### src/design/pnno_pkg.sv
// Shared types, codes and constants of the palette nearest-neighbour ordering block.
package pnno_pkg;

  localparam int MAX_COLORS_DEF = 256;
  localparam int DIST_W = 18;

  typedef logic [23:0] color_t;
  typedef logic [DIST_W-1:0] dist_t;

  typedef enum logic [1:0] {
    ACT_LOAD  = 2'd0,
    ACT_READ  = 2'd1,
    ACT_REMAP = 2'd2,
    ACT_NONE  = 2'd3
  } action_t;

  typedef enum logic [1:0] {
    ST_LOADED = 2'd0,
    ST_ANSWER = 2'd1,
    ST_ERROR  = 2'd2
  } status_t;

  typedef enum logic [3:0] {
    S_IDLE,
    S_PAIR,
    S_PDRAIN,
    S_PL0,
    S_PL1,
    S_SCAN,
    S_SDRAIN,
    S_PLN,
    S_RD1,
    S_RD2,
    S_RD3,
    S_MP1,
    S_MP2
  } state_t;

endpackage

### src/design/pnno_dist.sv
// Registered squared colour distance unit shared by all searches of the ordering.
module pnno_dist #(
  parameter int TAG_W = 16
) (
  input  logic               clk,
  input  logic               rst_n,
  input  logic               in_vld,
  input  pnno_pkg::color_t   col_a,
  input  pnno_pkg::color_t   col_b,
  input  logic [TAG_W-1:0]   in_tag,
  output logic               dist_vld,
  output pnno_pkg::dist_t    dsq,
  output logic [TAG_W-1:0]   dist_tag
);
  import pnno_pkg::*;

  logic [7:0]  ad_r, ad_g, ad_b;
  logic [15:0] sq_r, sq_g, sq_b;
  logic        vld_r;
  dist_t       dist_r;
  logic [TAG_W-1:0] tag_r;

  always_comb begin
    ad_r = (col_a[23:16] > col_b[23:16]) ? col_a[23:16] - col_b[23:16]
                                         : col_b[23:16] - col_a[23:16];
    ad_g = (col_a[15:8] > col_b[15:8]) ? col_a[15:8] - col_b[15:8]
                                       : col_b[15:8] - col_a[15:8];
    ad_b = (col_a[7:0] > col_b[7:0]) ? col_a[7:0] - col_b[7:0]
                                     : col_b[7:0] - col_a[7:0];
    sq_r = ad_r * ad_r;
    sq_g = ad_g * ad_g;
    sq_b = ad_b * ad_b;
  end

  always_ff @(posedge clk) begin
    if (!rst_n) begin
      vld_r <= 1'b0;
    end else begin
      vld_r <= in_vld;
    end
  end

  always_ff @(posedge clk) begin
    dist_r <= DIST_W'(sq_r) + DIST_W'(sq_g) + DIST_W'(sq_b);
    tag_r  <= in_tag;
  end

  assign dist_vld = vld_r;
  assign dsq      = dist_r;
  assign dist_tag = tag_r;

endmodule

### config.mk
export PLATFORM = sky130hd
export DESIGN_NAME = pnno_dist
export DESIGN_NICKNAME = d
export VERILOG_FILES = /design/src/design/pnno_pkg.sv /design/src/design/pnno_dist.sv
export SDC_FILE = /design/constraint.sdc
export NUM_CORES = 1
export LEC_CHECK = 0
export BUFFER_PORTS_ARGS = -buffer_cell sky130_fd_sc_hd__buf_2
export CORE_MARGIN = 1.5
export CORE_UTILIZATION = 32
export DETAILED_ROUTE_END_ITERATION = 8
export PLACE_DENSITY = 0.49
export REMOVE_ABC_BUFFERS = 1
export SETUP_SLACK_MARGIN = 0.1
export SLEW_MARGIN = 20
export SYNTH_ARGS = -nofsm -noshare
export SYNTH_HDL_FRONTEND = slang
export SYNTH_SLANG_ARGS = --single-unit
### constraint.sdc
create_clock -name clk -period 8.1 [get_ports clk]
set_input_delay 0.81 -clock clk [delete_from_list [all_inputs] [get_ports clk]]
set_output_delay 0.81 -clock clk [all_outputs]
set_load 0.01 [all_outputs]
# Yosys cells after proc, flatten, opt, wreduce, memory -nomap -nowiden
# Cells that the tools add are included.
# classes
order_cmp	3
eq_ne	0
n_reduce_logical	0
n_mux	3
n_mul	3
add_sub_neg	8
n_bitwise	0
n_div	0
shift	0
# op_table
cell	n
multiplier 8 x 8 -> 16 bit	3
subtractor 8 bit	6
> comparator 8 bit	3
two-way mux 8 bit	3
adder 17 x 16 -> 18 bit	1
adder 16 x 16 -> 17 bit	1
# totals
input_bits	67
mem_count	0
rom_bits	0
latch_bits	0
register_bits	35
word_cells	20
ramBits	0
output_inout_bits	35

# Longest topological paths before layout
# logic_depth
word_depth	5
ltp_mapped	32
ltp_nobuf	31

# Worst setup path before layout
# No wires, ideal clock.
# synth_timing
path_kind	input to register
start	input port col_a[16]
end	register dist_r[16], in the netlist dsq[16]
setup_ps	72
path_stages	31
n_path_buf	1
required_ps	8028
arrival_ps	8271
slack_ps	-243
cell_sequence	inv_1 > ha_1 > inv_1 > fa_1 > a21o_1 > a21oi_1 > o21ai_0 > nand2_1 > mux2i_1 > xor2_1 > clkbuf_1 > or2_2 > fa_1 > inv_1 > fa_1 > inv_1 > fa_1 > fa_1 > inv_1 > fa_1 > inv_1 > fa_1 > fa_1 > inv_1 > ha_1 > nand2_1 > o21ai_0 > o41ai_1 > o21ai_0 > a221oi_1 > xnor2_1
# synth_between
elab_chain_cells	5
elab_cells_between_ends	7
cone_classes	4 x add/sub; 1 x mul; 1 x order compare; 1 x mux
# synth_lines
element	line_no	text
start: declaration	pnno_dist.sv:8	input pnno_pkg::color_t col_a,
subtractor 8 bit (tied with other cells)	pnno_dist.sv:25	: col_b[23:16] - col_a[23:16];
two-way mux 8 bit (*)	pnno_dist.sv:24	ad_r = (col_a[23:16] > col_b[23:16]) ? col_a[23:16] - col_b[23:16]
multiplier 8 x 8 -> 16 bit (*)	pnno_dist.sv:30	sq_r = ad_r * ad_r;
adder 16 x 16 -> 17 bit (*)	pnno_dist.sv:44	dist_r <= DIST_W'(sq_r) + DIST_W'(sq_g) + DIST_W'(sq_b);
adder 17 x 16 -> 18 bit (*)	pnno_dist.sv:44	
end signal: assignment	pnno_dist.sv:44	
end: declaration	pnno_dist.sv:20	dist_t dist_r;
# Every way passes the cells marked *; elsewhere a longest branch is shown, timed or not.
# A chain may end at the register's enable or synchronous reset.

# Worst setup path after layout
# layout_timing
start	input port col_a[16]
end	register dist_r[15], in the netlist dsq[15]
# The elaborated chain is that of the path after synthesis.

==> summary.txt <==
================================================================================
Final number of hold-violating endpoints                                       0
Top post-synthesis cells by area                                    sky130_fd_sc_hd__fa_1, sky130_fd_sc_hd__ha_1, sky130_fd_sc_hd__inv_1
First-pass GRT wire length                                              31430 µm
Die Ht                                                                  161.9 µm
Final critical-path share of the clock period                             0.9658
Max-slew violation count                                                       0
Root buffer cell                                                    sky130_fd_sc_hd__clkbuf_16
TritonRoute pass-1 iters                                                       4
Post-synthesis instance area                                        0.008084 mm²
Grt met1 use                                                              0.1928
Register area share after synthesis                                      0.08667
Total overflow reported by the global router                                   0
Yosys warns                                                                    0
Hold Crit Start                                                        in_tag[7]
Die Area                                                             0.02622 mm²
Worst Hold Slack                                                       0.6295 ns
Arrival time of data at the critical path endpoint                       7.99 ns
Kind of cell with the highest combined delay on the critical path    adder cells
Antenna violations before repair                                               0
Setup-failing EPs final                                                        0
Crit path top cell by count                                         sky130_fd_sc_hd__fa_1
Wire length per cell                                                    12.28 µm
Clock Pin Slew Worst Setup and Hold Paths                                0.06 ns
Quantity of I/O buffers inserted on ports                                    101
Highest clock rate                                                    0.1278 GHz
Synthesized instance count                                                   894
Number of placed I/O pins                                                    102
Via count of the first global-routing pass                                  6900
Global Route met3 Usage                                                  0.01609
Total number of clock tree sinks                                              35
Fraction of registers with async set/reset                                     0
Total global-route track usage                                            0.1482
Unrepaired setup endpoints after global routing                              yes
Row Count                                                                     57
Final estimated routing congestion in global placement                    0.7646
Crit end category                                                       register
Number of synthesized register bits                                           35
Number of unique standard cell types used by synthesis                        54
Number of nets still failing antenna checks after routing                      0
Crit path largest cell delay                                             0.58 ns
Die X                                                                   161.9 µm
Cell with the largest stage delay on the worst path                 sky130_fd_sc_hd__fa_1
Cell taking the most area after synthesis                           sky130_fd_sc_hd__fa_1
Layout overhead on the synthesized area                                   34.39%
Vias per inst                                                              4.367
Main flop type after synthesis                                      sky130_fd_sc_hd__dfxtp_1
DR iter-0 viols                                                              198
Layout cells sized above 1                                                0.3264
Setup crit start kind                                                 input port
Share of the synthesized area in the top cell type                        0.3442
Number of synthesized flops with an enable pin                                 0
Final non-filler cell area                                           0.01086 mm²
Detailed-placement wirelength estimate                                  16240 µm
Maximum count of clock buffers along a single path                             2
Fraction of met2 tracks used by global routing                            0.2704
Net count reported at finish                                                1481
Initial core utilization                                                  0.3295
Drt total wl                                                            18120 µm
Path type of the worst min-delay path                                  in -> reg
Worst-Margin Slew                                                      0.5722 ns
Clock period minus final worst setup slack                              7.823 ns
Grt peak-use layer                                                          met2
Avg Inst Size Synth                                                    9.043 µm²
Worst setup path start                                                 col_a[16]
Slew Limit Headroom                                                       0.6173
Required time at the endpoint of the critical path                       8.27 ns
Critical path buffers and inverters                                           10
Max-cap violations                                                             0
Clock tree from TritonCTS                                                   done
Pin count of the biggest net entering global routing                          13
Diode count                                                                    0
Status                                                              finished clean
Largest driver fanout on the critical path                                     5
Post-DP Area                                                        0.009992 mm²
Number of CTS-inserted buffers                                                 5
Kind of critical path                                                  in -> reg
Remaining design rule violation count                                          0
Core outline area                                                    0.02453 mm²
Via Count                                                                   6445
Maximum level of the CTS H-tree                                                2
================================================================================
-- layout by cell type (no fill, tap or decap), types with 3 or more instances in the layout --
cell type	count
sky130_fd_sc_hd__nor2b_1	6
sky130_fd_sc_hd__xnor2_2	7
sky130_fd_sc_hd__fa_2	10
sky130_fd_sc_hd__inv_1	234
sky130_fd_sc_hd__a21oi_2	6
sky130_fd_sc_hd__buf_6	9
sky130_fd_sc_hd__o21ai_2	4
sky130_fd_sc_hd__and3_1	4
sky130_fd_sc_hd__fa_1	129
sky130_fd_sc_hd__xnor2_1	14
sky130_fd_sc_hd__mux2i_1	10
sky130_fd_sc_hd__nor2_1	74
sky130_fd_sc_hd__nand3_1	8
sky130_fd_sc_hd__nand2b_1	18
sky130_fd_sc_hd__buf_2	99
sky130_fd_sc_hd__clkbuf_16	5
sky130_fd_sc_hd__or2_4	3
sky130_fd_sc_hd__o21bai_1	6
sky130_fd_sc_hd__or2_2	12
sky130_fd_sc_hd__dfxtp_1	35
sky130_fd_sc_hd__and2_1	3
sky130_fd_sc_hd__ha_1	117
sky130_fd_sc_hd__a21o_1	14
sky130_fd_sc_hd__nor3_1	4
sky130_fd_sc_hd__a31oi_1	4
sky130_fd_sc_hd__inv_4	4
sky130_fd_sc_hd__o21ai_0	11
sky130_fd_sc_hd__ha_4	7
sky130_fd_sc_hd__buf_4	156
sky130_fd_sc_hd__xor2_1	11
sky130_fd_sc_hd__nor2_2	4
sky130_fd_sc_hd__inv_2	11
sky130_fd_sc_hd__nand2_2	4
sky130_fd_sc_hd__mux2i_4	6
sky130_fd_sc_hd__a21oi_1	31
sky130_fd_sc_hd__nand2_1	16
-- cell families after synthesis --
group	synth area share
XOR/XNOR	0.03885
adder cells (fa/ha/maj)	0.5361
flip-flops	0.08667
AND/OR/NAND/NOR	0.1020
multiplexers	0.02368
buffers and inverters	0.1241
AO/OA/AOI/OAI	0.08853
-- flip-flops by register name (all words and copies together), names as in the netlist --
signal and count:
dsq 18, dist_tag 16, dist_vld 1
-- final timing paths --
kind              cells after the start                   to  slack [ns]
hold / removal                        1  dist_tag[7]$_DFF_P_        0.63
setup / recovery                     34      dsq[15]$_DFF_P_        0.28
-- stage by stage --
step | setup WS, ns | util | instances | setup TNS, ns
floorplan | -0.2956 | - | 878 | -0.5807
global placement | -0.5146 | 0.4073 | 1445 | -2.403
detailed placement | -0.6479 | 0.4073 | 1445 | -3.129
CTS | 0.1084 | 0.4255 | 1463 | 0
global route | -0.01483 | 0.4428 | 1476 | -0.03596
finish | 0.2772 | 0.4428 | 1476 | 0
-- final cells by class --
type | instances | area [µm²]
flip-flops and latches | 35 | 700.7
multi-input cells | 594 | 6822
fillers | 2471 | 13670
inverters | 249 | 944.7
well taps | 324 | 405.4
clock inverters | 2 | 60.06
repair buffers | 266 | 1803
clock buffers | 6 | 128.9
-- synth_stat cells (3+ instances only) --
master	n
sky130_fd_sc_hd__ha_1	124
sky130_fd_sc_hd__a211oi_1	3
sky130_fd_sc_hd__nor3_1	4
sky130_fd_sc_hd__mux2i_1	18
sky130_fd_sc_hd__a221oi_1	3
sky130_fd_sc_hd__a31oi_1	5
sky130_fd_sc_hd__o21ai_0	17
sky130_fd_sc_hd__and2_1	4
sky130_fd_sc_hd__a21o_1	14
sky130_fd_sc_hd__inv_1	248
sky130_fd_sc_hd__a21oi_1	37
sky130_fd_sc_hd__xnor2_1	21
sky130_fd_sc_hd__nor2_1	79
sky130_fd_sc_hd__nand3_1	8
sky130_fd_sc_hd__clkbuf_1	9
sky130_fd_sc_hd__buf_2	7
sky130_fd_sc_hd__nand2_1	18
sky130_fd_sc_hd__fa_1	139
sky130_fd_sc_hd__dfxtp_1	35
sky130_fd_sc_hd__nor2b_1	8
sky130_fd_sc_hd__and3_1	4
sky130_fd_sc_hd__o21bai_1	6
sky130_fd_sc_hd__or2_2	15
sky130_fd_sc_hd__xor2_1	13
sky130_fd_sc_hd__nand2b_1	19
-- what timing repair did --
action                                  CTS  global route
hold buffers                              0             0
gates resized for setup                  33            83
setup buffers                            10            14
endpoints found under the setup margin    6             7
gates cloned                              0             0
pin swaps                                26            76
-- routing by layer --
| metal | vias to the layer above | wire [µm] |
|---|---|---|
| met5 | - | 0 |
| met4 | 0 | 126 |
| met3 | 11 | 594 |
| met2 | 91 | 9213 |
| met1 | 3106 | 8188 |
| li1 | 3237 | - |
Power is not shown: default switching activity piles up to over one toggle a cycle in this logic, so the estimate is an artifact.
